## src/design/ber_tlv_tag_finder_core_macros.svh

```systemverilog
// assertion macros for the ber-tlv tag finder
// used by ber_tlv_tag_finder_core.sv; expects aclk and aresetn in scope
`ifndef BER_TLV_TAG_FINDER_CORE_MACROS_SVH
`define BER_TLV_TAG_FINDER_CORE_MACROS_SVH

`ifndef SYNTHESIS

// property checked outside reset
`define BTF_ASSERT(lbl, prop, msg) \
    lbl: assert property (@(posedge aclk) disable iff (!aresetn) prop) else $error(msg);

// property checked on every edge, reset included
`define BTF_ASSERT_ALWAYS(lbl, prop, msg) \
    lbl: assert property (@(posedge aclk) prop) else $error(msg);

`else

`define BTF_ASSERT(lbl, prop, msg)
`define BTF_ASSERT_ALWAYS(lbl, prop, msg)

`endif

`endif

```

## src/design/btf_pkg.sv

```systemverilog
// shared types and constants for the ber-tlv tag finder
// no dependencies
package btf_pkg;

    localparam int OFFSET_W = 15;
    localparam logic [OFFSET_W-1:0] OFFSET_MAX = '1;

    typedef enum logic [1:0] {
        KIND_VALUE     = 2'd0,
        KIND_EMPTY     = 2'd1,
        KIND_NOT_FOUND = 2'd2,
        KIND_ERROR     = 2'd3
    } btf_kind_t;

    typedef struct packed {
        logic                valid;
        btf_kind_t           kind;
        logic [7:0]          value_byte;
        logic [15:0]         value_length;
        logic [OFFSET_W-1:0] end_offset;
        logic                last_of_match;
    } btf_result_t;

endpackage

```

## src/design/ber_tlv_tag_finder_core.sv

```systemverilog
// top level of the ber-tlv tag finder: input register, parser, result register
// depends on btf_pkg, btf_parser and ber_tlv_tag_finder_core_macros.svh
//
// usage:
//   s_ channel: one buffer byte per transaction, s_last_byte flags the final byte
//   m_ channel: result transactions (value bytes of the first object whose tag
//     equals target_tag, an empty-match marker, not found, or malformed)
//   cfg channel: writes target_tag; always ready, write it only while idle
//   an accepted byte is held in the input register; its result, if any, is
//     registered in the result register once that register is free
//   throughput: one byte per cycle while m_ready keeps up; the parser state
//     update is combinational logic from the input to the result register
//   at most one result per byte; bytes after an outcome up to the flagged
//   last byte produce nothing
//   reset (aresetn low, synchronous) clears target_tag, the parser and the
//   valid flags of both pipeline registers
//   when the receiver stalls, the result register holds and the input
//   register still takes one more byte; s_ready falls once both are full
`include "ber_tlv_tag_finder_core_macros.svh"

module ber_tlv_tag_finder_core import btf_pkg::*; #(
    parameter int MAX_LENGTH_BYTES = 2
) (
    input  logic                aclk,
    input  logic                aresetn,

    // configuration write channel
    input  logic                cfg_valid,
    output logic                cfg_ready,
    input  logic [15:0]         cfg_data,

    // byte input channel
    input  logic                s_valid,
    output logic                s_ready,
    input  logic [7:0]          s_data_byte,
    input  logic                s_last_byte,

    // result channel
    output logic                m_valid,
    input  logic                m_ready,
    output logic [1:0]          m_kind,
    output logic [7:0]          m_value_byte,
    output logic [15:0]         m_value_length,
    output logic [OFFSET_W-1:0] m_end_offset,
    output logic                m_last_of_match
);

    logic [15:0] target_tag_reg;

    // input register
    logic        in_valid_reg;
    logic [7:0]  in_byte_reg;
    logic        in_last_reg;

    // result register
    logic        out_valid_reg;
    btf_result_t out_reg;

    btf_result_t step_res;
    logic        advance;
    logic        step_en;

    // result register free or emptied this cycle
    assign advance   = !out_valid_reg || m_ready;
    assign step_en   = in_valid_reg && advance;
    assign s_ready   = !in_valid_reg || advance;
    assign cfg_ready = 1'b1;

    always_ff @(posedge aclk) begin
        if (!aresetn) begin
            target_tag_reg <= '0;
        end else if (cfg_valid && cfg_ready) begin
            target_tag_reg <= cfg_data;
        end
    end

    always_ff @(posedge aclk) begin
        if (!aresetn) begin
            in_valid_reg  <= 1'b0;
            out_valid_reg <= 1'b0;
        end else begin
            if (s_valid && s_ready) begin
                in_valid_reg <= 1'b1;
            end else if (step_en) begin
                in_valid_reg <= 1'b0;
            end
            if (advance) begin
                out_valid_reg <= step_res.valid;
            end
        end
    end

    // payload registers
    always_ff @(posedge aclk) begin
        if (s_valid && s_ready) begin
            in_byte_reg <= s_data_byte;
            in_last_reg <= s_last_byte;
        end
        if (advance && step_res.valid) begin
            out_reg <= step_res;
        end
    end

    btf_parser #(
        .MAX_LENGTH_BYTES (MAX_LENGTH_BYTES)
    ) u_parser (
        .aclk       (aclk),
        .aresetn    (aresetn),
        .target_tag (target_tag_reg),
        .step_en    (step_en),
        .data_byte  (in_byte_reg),
        .last_byte  (in_last_reg),
        .res        (step_res)
    );

    assign m_valid         = out_valid_reg;
    assign m_kind          = out_reg.kind;
    assign m_value_byte    = out_reg.value_byte;
    assign m_value_length  = out_reg.value_length;
    assign m_end_offset    = out_reg.end_offset;
    assign m_last_of_match = out_reg.last_of_match;

    // no result right after reset
    `BTF_ASSERT_ALWAYS(a_no_result_after_reset, !aresetn |=> !m_valid,
        "result valid right after reset")

    // a fresh result needs a byte in the input register
    `BTF_ASSERT(a_result_from_byte, m_valid && !$past(m_valid) |-> $past(in_valid_reg),
        "result appeared with no byte in flight")

    // non-value results close the outcome and carry no byte
    `BTF_ASSERT(a_outcome_closes,
        m_valid && m_kind != KIND_VALUE |-> m_last_of_match && m_value_byte == 8'h00,
        "outcome result without last_of_match or with a value byte")

    // empty input register never back-pressures
    `BTF_ASSERT(a_ready_when_empty, !in_valid_reg |-> s_ready,
        "input stalled with empty input register")

endmodule

```

## src/design/btf_parser.sv

```systemverilog
// per-byte tlv parser: walks tag, length and value fields and builds the result
// depends on btf_pkg
module btf_parser import btf_pkg::*; #(
    parameter int MAX_LENGTH_BYTES = 2
) (
    input  logic        aclk,
    input  logic        aresetn,
    input  logic [15:0] target_tag,
    input  logic        step_en,
    input  logic [7:0]  data_byte,
    input  logic        last_byte,
    output btf_result_t res
);

    localparam int LEN_CNT_W = $clog2(MAX_LENGTH_BYTES + 1);

    typedef enum logic [2:0] {
        PH_TAG1,
        PH_TAG2,
        PH_LEN1,
        PH_LENX,
        PH_SKIP,
        PH_MATCH
    } phase_t;

    phase_t                phase_reg, phase_next;
    logic [7:0]            first_tag_reg, first_tag_next;
    logic [15:0]           cur_tag_reg, cur_tag_next;
    logic [LEN_CNT_W-1:0]  len_left_reg, len_left_next;
    logic [15:0]           obj_len_reg, obj_len_next;
    logic [15:0]           val_left_reg, val_left_next;
    logic [OFFSET_W-1:0]   offset_reg, offset_next;
    logic                  done_reg, done_next;

    logic [OFFSET_W-1:0]   offset_inc;
    logic [15:0]           val_left_dec;
    logic [OFFSET_W+1:0]   end_sum;
    logic [6:0]            len_cnt;
    logic                  hdr;

    always_comb begin
        phase_next     = phase_reg;
        first_tag_next = first_tag_reg;
        cur_tag_next   = cur_tag_reg;
        len_left_next  = len_left_reg;
        obj_len_next   = obj_len_reg;
        val_left_next  = val_left_reg;
        offset_next    = offset_reg;
        done_next      = done_reg;
        res            = '0;
        hdr            = 1'b0;

        offset_inc   = (offset_reg != OFFSET_MAX) ? offset_reg + 1'b1 : offset_reg;
        val_left_dec = val_left_reg - 16'd1;
        end_sum      = {2'b00, offset_inc} + {1'b0, val_left_dec};
        len_cnt      = data_byte[6:0];

        if (step_en && !done_reg) begin
            offset_next = offset_inc;
            case (phase_reg)
                PH_TAG1: begin
                    if (data_byte == 8'h00) begin
                        // padding byte, only counted
                    end else if (data_byte[4:0] == 5'h1F) begin
                        first_tag_next = data_byte;
                        phase_next     = PH_TAG2;
                    end else begin
                        cur_tag_next = {8'h00, data_byte};
                        phase_next   = PH_LEN1;
                    end
                end
                PH_TAG2: begin
                    cur_tag_next = {first_tag_reg, data_byte};
                    phase_next   = PH_LEN1;
                end
                PH_LEN1: begin
                    if (data_byte[7]) begin
                        if (len_cnt == 7'd0 || len_cnt > 7'(MAX_LENGTH_BYTES)) begin
                            // indefinite or oversized long form
                            res.valid         = 1'b1;
                            res.kind          = KIND_ERROR;
                            res.last_of_match = 1'b1;
                            res.end_offset    = offset_inc;
                            done_next         = 1'b1;
                        end else begin
                            len_left_next = len_cnt[LEN_CNT_W-1:0];
                            obj_len_next  = '0;
                            phase_next    = PH_LENX;
                        end
                    end else begin
                        obj_len_next = {8'h00, data_byte};
                        hdr          = 1'b1;
                    end
                end
                PH_LENX: begin
                    obj_len_next  = {obj_len_reg[7:0], data_byte};
                    len_left_next = len_left_reg - 1'b1;
                    if (len_left_reg == LEN_CNT_W'(1)) begin
                        hdr = 1'b1;
                    end
                end
                PH_SKIP: begin
                    val_left_next = val_left_dec;
                    if (val_left_dec == 16'd0) begin
                        phase_next = PH_TAG1;
                    end
                end
                PH_MATCH: begin
                    val_left_next      = val_left_dec;
                    res.valid          = 1'b1;
                    res.kind           = KIND_VALUE;
                    res.value_byte     = data_byte;
                    res.value_length   = obj_len_reg;
                    res.end_offset     = (end_sum > {2'b00, OFFSET_MAX}) ? OFFSET_MAX
                                                                         : end_sum[OFFSET_W-1:0];
                    if (val_left_dec == 16'd0) begin
                        res.last_of_match = 1'b1;
                        done_next         = 1'b1;
                    end
                end
                default: begin
                    phase_next = PH_TAG1;
                end
            endcase

            if (hdr) begin
                if (cur_tag_reg == target_tag) begin
                    if (obj_len_next == 16'd0) begin
                        res.valid         = 1'b1;
                        res.kind          = KIND_EMPTY;
                        res.last_of_match = 1'b1;
                        res.value_length  = '0;
                        res.end_offset    = offset_inc;
                        done_next         = 1'b1;
                    end else begin
                        val_left_next = obj_len_next;
                        phase_next    = PH_MATCH;
                    end
                end else if (obj_len_next == 16'd0) begin
                    phase_next = PH_TAG1;
                end else begin
                    val_left_next = obj_len_next;
                    phase_next    = PH_SKIP;
                end
            end

            // buffer ends with no outcome yet
            if (last_byte && !done_next) begin
                res.valid         = 1'b1;
                res.kind          = (phase_next == PH_TAG1) ? KIND_NOT_FOUND : KIND_ERROR;
                res.value_byte    = '0;
                res.value_length  = (phase_next == PH_MATCH) ? obj_len_next : '0;
                res.end_offset    = offset_inc;
                res.last_of_match = 1'b1;
            end
        end

        if (step_en && last_byte) begin
            phase_next     = PH_TAG1;
            first_tag_next = '0;
            cur_tag_next   = '0;
            len_left_next  = '0;
            obj_len_next   = '0;
            val_left_next  = '0;
            offset_next    = '0;
            done_next      = 1'b0;
        end
    end

    always_ff @(posedge aclk) begin
        if (!aresetn) begin
            phase_reg     <= PH_TAG1;
            first_tag_reg <= '0;
            cur_tag_reg   <= '0;
            len_left_reg  <= '0;
            obj_len_reg   <= '0;
            val_left_reg  <= '0;
            offset_reg    <= '0;
            done_reg      <= 1'b0;
        end else begin
            phase_reg     <= phase_next;
            first_tag_reg <= first_tag_next;
            cur_tag_reg   <= cur_tag_next;
            len_left_reg  <= len_left_next;
            obj_len_reg   <= obj_len_next;
            val_left_reg  <= val_left_next;
            offset_reg    <= offset_next;
            done_reg      <= done_next;
        end
    end

endmodule
```

## config.mk

```make
export PLATFORM = sky130hd
export DESIGN_NAME = ber_tlv_tag_finder_core
export DESIGN_NICKNAME = d
export VERILOG_FILES = /design/src/design/btf_pkg.sv /design/src/design/ber_tlv_tag_finder_core.sv /design/src/design/btf_parser.sv
export VERILOG_INCLUDE_DIRS = /design/src /design/src/design
export SDC_FILE = /design/constraint.sdc
export NUM_CORES = 1
export LEC_CHECK = 0
export BUFFER_PORTS_ARGS = -buffer_cell sky130_fd_sc_hd__buf_2
export CAP_MARGIN = 10
export CORE_UTILIZATION = 40
export CTS_BUF_LIST = sky130_fd_sc_hd__clkbuf_16
export DETAILED_ROUTE_END_ITERATION = 7
export GPL_ROUTABILITY_DRIVEN = 0
export PLACE_DENSITY = 0.6
export SYNTH_ARGS = -nofsm -noshare
export SYNTH_HDL_FRONTEND = slang
export SYNTH_HIERARCHICAL = 1
export SYNTH_SLANG_ARGS = --single-unit
```

## constraint.sdc

```tcl
create_clock -name aclk -period 5.5 [get_ports aclk]
set_input_delay 0.55 -clock aclk [delete_from_list [all_inputs] [get_ports aclk]]
set_output_delay 0.55 -clock aclk [all_outputs]
set_load 0.02 [all_outputs]
```

==> impl_metrics.json, run 1 <==
{
  "vias": 6912,
  "combPwrFrac_pct": 20.2,
  "die_h_um": 146,
  "timing.fmax_mhz": 207,
  "p_total_mw": 2.93,
  "final_net_count": 1006,
  "synth-edff-count": 51,
  "required_ps": 5640,
  "cp_top_family": "compound AO/OA/AOI/OAI gates",
  "finalClockSkew_ps": 8.82,
  "grt_max_degree": 52,
  "diodes": 0,
  "clk_pin_slew_ps": 70,
  "final_cell_area_sq_um": 9430,
  "final_common_cell": "nor2_1",
  "status": "finished, final reports clean",
  "layout_common_cells": "122 x nor2_1, 95 x dfxtp_1, 73 x buf_2, 58 x nand2_1, 51 x edfxtp_1",
  "cp_slowest_cell": "a2111oi_0",
  "placedCellCount": 1208,
  "cts-root-buf": "clkbuf_16",
  "tns_ps": 0,
  "cp_max_fo": 11,
  "post-route-min-period_ps": 4840,
  "rsz0062_at_grt": "false",
  "switching_share_pct": 31.4,
  "p_per_area_nw_per_um2": 311,
  "setup.worst_path.class": "flip-flop to flip-flop",
  "dpl.hpwl_um": 15500,
  "synth_xor_area_share_pct": 7.01,
  "synth-seq-area-share_pct": 41.3,
  "routed_wirelength_um": 21400,
  "hold_start": "s_data_byte[1]",
  "hold_buffers": 0,
  "drc": 0,
  "r2r-start": "u_parser/offset_reg[5]",
  "wl_per_cell_um": 17.3,
  "cts_made_buffers": 17,
  "crit_path_max_incr_delay_ps": 820,
  "drt_iter0_drc": 535,
  "tightestPinTransition_ps": 1140,
  "regArea_sq_um": 3430,
  "synthSimpleGateAreaFrac_pct": 19.4,
  "place_area_sq_um": 8850,
  "synth_top_family_by_area": "compound AO/OA/AOI/OAI gates",
  "drv_slew": 0,
  "cp-end-kind": "flip-flop",
  "nFillCells": 1945,
  "grt_pass1_wl_um": 34200,
  "viasPerCell": 5.57,
  "antenna_found_initial": 0,
  "initial_core_util_pct": 41.0,
  "synth_cell_types": 84,
  "post_cts_buffers": 0,
  "internal_power_mw": 2.01,
  "crit_buf_inv": 0,
  "relSlewSlack_pct": 24.1,
  "yosysWarnings": 6,
  "startpoint": "u_parser/offset_reg[5]",
  "pwr-share-clk_pct": 39.3,
  "ir_drop_uv": 241,
  "io_buffers": 73,
  "cp_cell_sequence": "nand4_1 > nor4_1 > nor3_1 > xor2_1 > ha_1 > a2111oi_0 > o41ai_1 > a21oi_1 > o21ai_0 > a31oi_1 > nand3_1 > a2bb2oi_2 > a221oi_1",
  "multi_input_area_sq_um": 4480,
  "clock_path_buffers": 2,
  "crit_path_start_kind": "flip-flop",
  "io_pins": 75,
  "drv_cap": 0,
  "overflow": 0,
  "synthToLayoutAreaGrowth_pct": 13.5,
  "firstDrtPassIters": 5,
  "route.antenna.remaining_nets": 0,
  "post-route-period-util_pct": 88.0,
  "grt_usage_pct": 20.2,
  "rows": 52,
  "grt_pass1_vias": 6282,
  "layout.cells.non_filler": 1240,
  "async_flop_share_pct": 0,
  "syn_area_per_cell_sq_um": 9.14,
  "crit_arrival_ps": 4970,
  "final_util_pct": 46.5,
  "cts_num_sinks": 146,
  "cts_tree": "built",
  "p_sw_mw": 0.921,
  "setup_violations": 0,
  "cts_resized": 0,
  "synth_compound_area_share_pct": 20.0,
  "p_leak_nw": 3.70,
  "synth_mux_area_share_pct": 4.38,
  "drive_above_1_share_pct": 15.3,
  "seqPwrFrac_pct": 40.5,
  "dieWidth_um": 146,
  "syn_area_sq_um": 8310,
  "synth_fa_ha_area_share_pct": 2.86,
  "core_area_sq_um": 20300,
  "ys_seq_elements": 146,
  "synth_top_flop_cell": "dfxtp_1",
  "synth_nets": 959,
  "min_path_type": "input port to flip-flop",
  "insertion_delay_ps": 430,
  "netlist_instances": 910,
  "dieArea_sq_um": 21400,
  "final_hold_viol_count": 0,
  "cts-htree-levels": 4,
  "rrSetupSlack_ps": 660
}
## layer usage
metal | vias up | global-route usage (%) | part of all wire [%]
met2 | 199 | 29.9 | 44
met5 | - | 0 | 0
met1 | 3272 | 29.8 | 51
met3 | 23 | 3.16 | 4.2
met4 | 0 | 6.51 | 1.5
li1 | 3418 | - | -
## cell usage after synthesis (4+ instances only)
cell,n,area (sq um)
nor2_1,122,458
dfxtp_1,95,1900
nand2_1,59,221
edfxtp_1,51,1530
a21oi_1,44,220
xnor2_1,44,385
clkbuf_1,36,135
inv_1,34,128
mux2i_1,33,330
a22oi_1,28,210
nor2b_1,27,169
a211oi_1,24,180
xor2_1,20,175
ha_1,19,238
and2_1,18,113
nand3_1,18,90.1
nor3_1,18,90.1
o21ai_0,16,80.1
o22ai_1,16,100
nand4_1,12,75.1
buf_2,10,50.1
nor4_1,10,62.6
a22o_1,8,70.1
nand2b_1,8,50.1
o21a_1,8,60.1
a32o_1,7,70.1
or3_1,7,43.8
a221oi_1,6,52.6
a31oi_1,6,37.5
a32oi_1,6,52.6
o21ai_1,5,25.0
a311oi_1,4,35.0
and3_1,4,25.0
buf_1,4,15.0
o211ai_1,4,30.0
o311a_1,4,40.0
o31ai_1,4,30.0
or2_2,4,25.0
or4_1,4,30.0
## final timing paths
check	endpoint	cells after the start
max reg2reg	m_end_offset[4]	13
min	in_byte_reg[1]	1
max	m_end_offset[4]	13
min reg2reg	u_parser/first_tag_reg[3]	2
## layout make-up
| cell class | count | share of cell area (%) |
|---|---|---|
| clock buffer | 18 | 4.77 |
| multi-input combinational | 671 | 47.5 |
| inverter | 34 | 1.35 |
| timing repair buffer | 87 | 4.99 |
| tap | 270 | 3.58 |
| clock inverter | 14 | 1.39 |
| sequential | 146 | 36.4 |
## power groups by stage
stage / registers, mW / clock network, mW / logic [mW]
floorplan: 1.20 / 0 / 0.446
global placement: 1.21 / 0 / 0.583
detailed placement: 1.21 / 0 / 0.582
CTS: 1.19 / 1.17 / 0.587
global route: 1.19 / 1.22 / 0.646
finish: 1.19 / 1.15 / 0.594
## stage by stage
stage                     hold slack, ps  setup WS [ps]
after global routing                 275            302
after CTS                            282            766
after detailed placement             470            837
after floorplan                      441            417
after global placement               454            921
final                                292            663
## cell families (layout without fill, tap and decap cells)
logic type	count (synthesis)	after routing
AND/OR/NAND/NOR	326	326
AO/OA/AOI/OAI	224	224
flip-flops	146	146
buffers and inverters	93	153
XOR/XNOR	65	65
multiplexers	36	36
adder cells (fa/ha/maj)	19	19
other	1	1
(Power assumes the default switching activity.)
==> run 2, diff against run 1 <==
CORE_ASPECT_RATIO = 1.4   (was not set)
CORE_UTILIZATION = 45   (was 40)
MAX_ROUTING_LAYER = met4   (was not set)
PLACE_DENSITY = 0.66   (was 0.6)
==> run 2 against run 1 <==
Net effect: worst setup slack gained 150 ps; sequential share of layout area grew 0.063 points; critical path depth is the same; first-iteration DRC count shrank 5.0%; total power shrank 0.90%; clock skew is essentially flat; register-to-register slack gained 150 ps; die area shrank 11%; clock-buffer cell count grew 2; wire length grew 2.0%; global-route usage grew 4.7 points; critical endpoint is now m_end_offset[1].
==> impl_metrics.json, run 2 (synthesis results as in run 1) <==
{
  "status": "finished, final reports clean",
  "setup.worst_path.class": "flip-flop to flip-flop",
  "grt_pass1_wl_um": 34900,
  "clock_path_buffers": 2,
  "route.antenna.remaining_nets": 0,
  "rows": 58,
  "finalClockSkew_ps": 8.36,
  "cts_num_sinks": 146,
  "drt_iter0_drc": 508,
  "multi_input_area_sq_um": 4490,
  "endpoint": "m_end_offset[1]",
  "firstDrtPassIters": 5,
  "antenna_found_initial": 0,
  "post-route-min-period_ps": 4690,
  "dieArea_sq_um": 19000,
  "startpoint": "u_parser/offset_reg[5]",
  "rr_endpoint": "m_end_offset[1]",
  "setup_violations": 0,
  "wl_met3_um": 1040,
  "setup_ws_ps": 814,
  "initial_core_util_pct": 46.2,
  "layout_common_cells": "122 x nor2_1, 95 x dfxtp_1, 73 x buf_2, 58 x nand2_1, 51 x edfxtp_1",
  "p_per_area_nw_per_um2": 309,
  "diodes": 0,
  "insertion_delay_ps": 430,
  "drc": 0,
  "drv_slew": 0,
  "nFillCells": 1749,
  "crit_path_start_kind": "flip-flop",
  "cp-end-kind": "flip-flop",
  "rrSetupSlack_ps": 810,
  "grt_usage_pct": 24.9,
  "post_cts_buffers": 0,
  "vias": 7064,
  "io_pins": 75,
  "highest_layer": "met4",
  "final_net_count": 1007,
  "crit_arrival_ps": 4860,
  "ir_drop_uv": 240,
  "tns_ps": 0,
  "overflow": 0,
  "wl_met1_um": 8850,
  "post-route-period-util_pct": 85.2,
  "hold_buffers": 0,
  "relSlewSlack_pct": 40.7,
  "p_total_mw": 2.91,
  "min_path_type": "input port to flip-flop",
  "synthToLayoutAreaGrowth_pct": 13.3,
  "die_h_um": 163,
  "io_buffers": 73,
  "tightestPinTransition_ps": 867,
  "cts-root-buf": "clkbuf_16",
  "r2r-start": "u_parser/offset_reg[5]",
  "viasPerCell": 5.83,
  "regArea_sq_um": 3430,
  "final_hold_viol_count": 0,
  "core_area_sq_um": 18000,
  "timing.fmax_mhz": 213,
  "routed_wirelength_um": 21800,
  "p_leak_nw": 3.71,
  "final_util_pct": 52.3,
  "cp_max_fo": 11,
  "dpl.hpwl_um": 15500,
  "pre_cts_ws_ps": 891,
  "cts_made_buffers": 17,
  "grt_pass1_vias": 6665,
  "dieWidth_um": 117,
  "met2_length_um": 10900,
  "wl_per_cell_um": 18.0,
  "r2r_cells": 13,
  "rsz0062_at_grt": "false",
  "grt_max_degree": 78,
  "clk_pin_slew_ps": 60,
  "cts-htree-levels": 4,
  "required_ps": 5680,
  "cts_resized": 0,
  "final_common_cell": "nor2_1",
  "cts_tree": "built",
  "drv_cap": 0,
  "drive_above_1_share_pct": 15.1
}
==> run 2: area by class of cell <==
cell class / instances / area share (%)
Clock buffer: 20 / 5.31
Clock inverter: 12 / 0.824
Inverter: 34 / 1.36
Multi-Input combinational cell: 671 / 47.7
Sequential cell: 146 / 36.5
Tap cell: 240 / 3.19
Timing Repair Buffer: 88 / 5.21
==> run 2: per-stage QoR <==
step                area, sq um  std cells  hold WS [ps]
floorplan                  8310        910           441
global placement           8840       1179           451
detailed placement         8840       1179           463
CTS                        9420       1211           278
global route               9420       1211           271
finish                     9420       1211           292
==> run 2: layer usage <==
metal  track usage (%)  up-vias
met1              28.0     3339
met4              13.5        0
met3              4.91       63
met2              41.1      243
met5                 -        -
li1                  -     3419
==> run 2: worst max-delay path, cell delays in order (launching register included) <==
cell	delay, ps
dfxtp_1	450
nand4_1	430
nor4_1	460
nor3_1	160
xor2_1	360
ha_1	340
a2111oi_0	810
o41ai_1	130
a21oi_1	140
o21ai_0	90
a31oi_1	190
nand3_1	290
and2_1	280
o311a_1	330
==> run 2: how the worst min path moves through the flow <==
stage,from,to,slack [ps],cells past startpoint
6_report,s_data_byte[3],in_byte_reg[3],290,1
5_1_grt,s_data_byte[6],in_byte_reg[6],270,1
4_1_cts,s_data_byte[2],in_byte_reg[2],280,1
3_5_place_dp,u_parser/first_tag_reg[4],u_parser/first_tag_reg[4],460,2
3_3_place_gp,u_parser/first_tag_reg[4],u_parser/first_tag_reg[4],450,2
2_1_floorplan,u_parser/first_tag_reg[0],u_parser/first_tag_reg[0],440,2
==> run 2: report_power, final <==
group	leakage, nW	internal, mW	switching (mW)
clock	0.300	0.655	0.466
combinational	2.13	0.233	0.364
sequential	1.28	1.15	0.0387
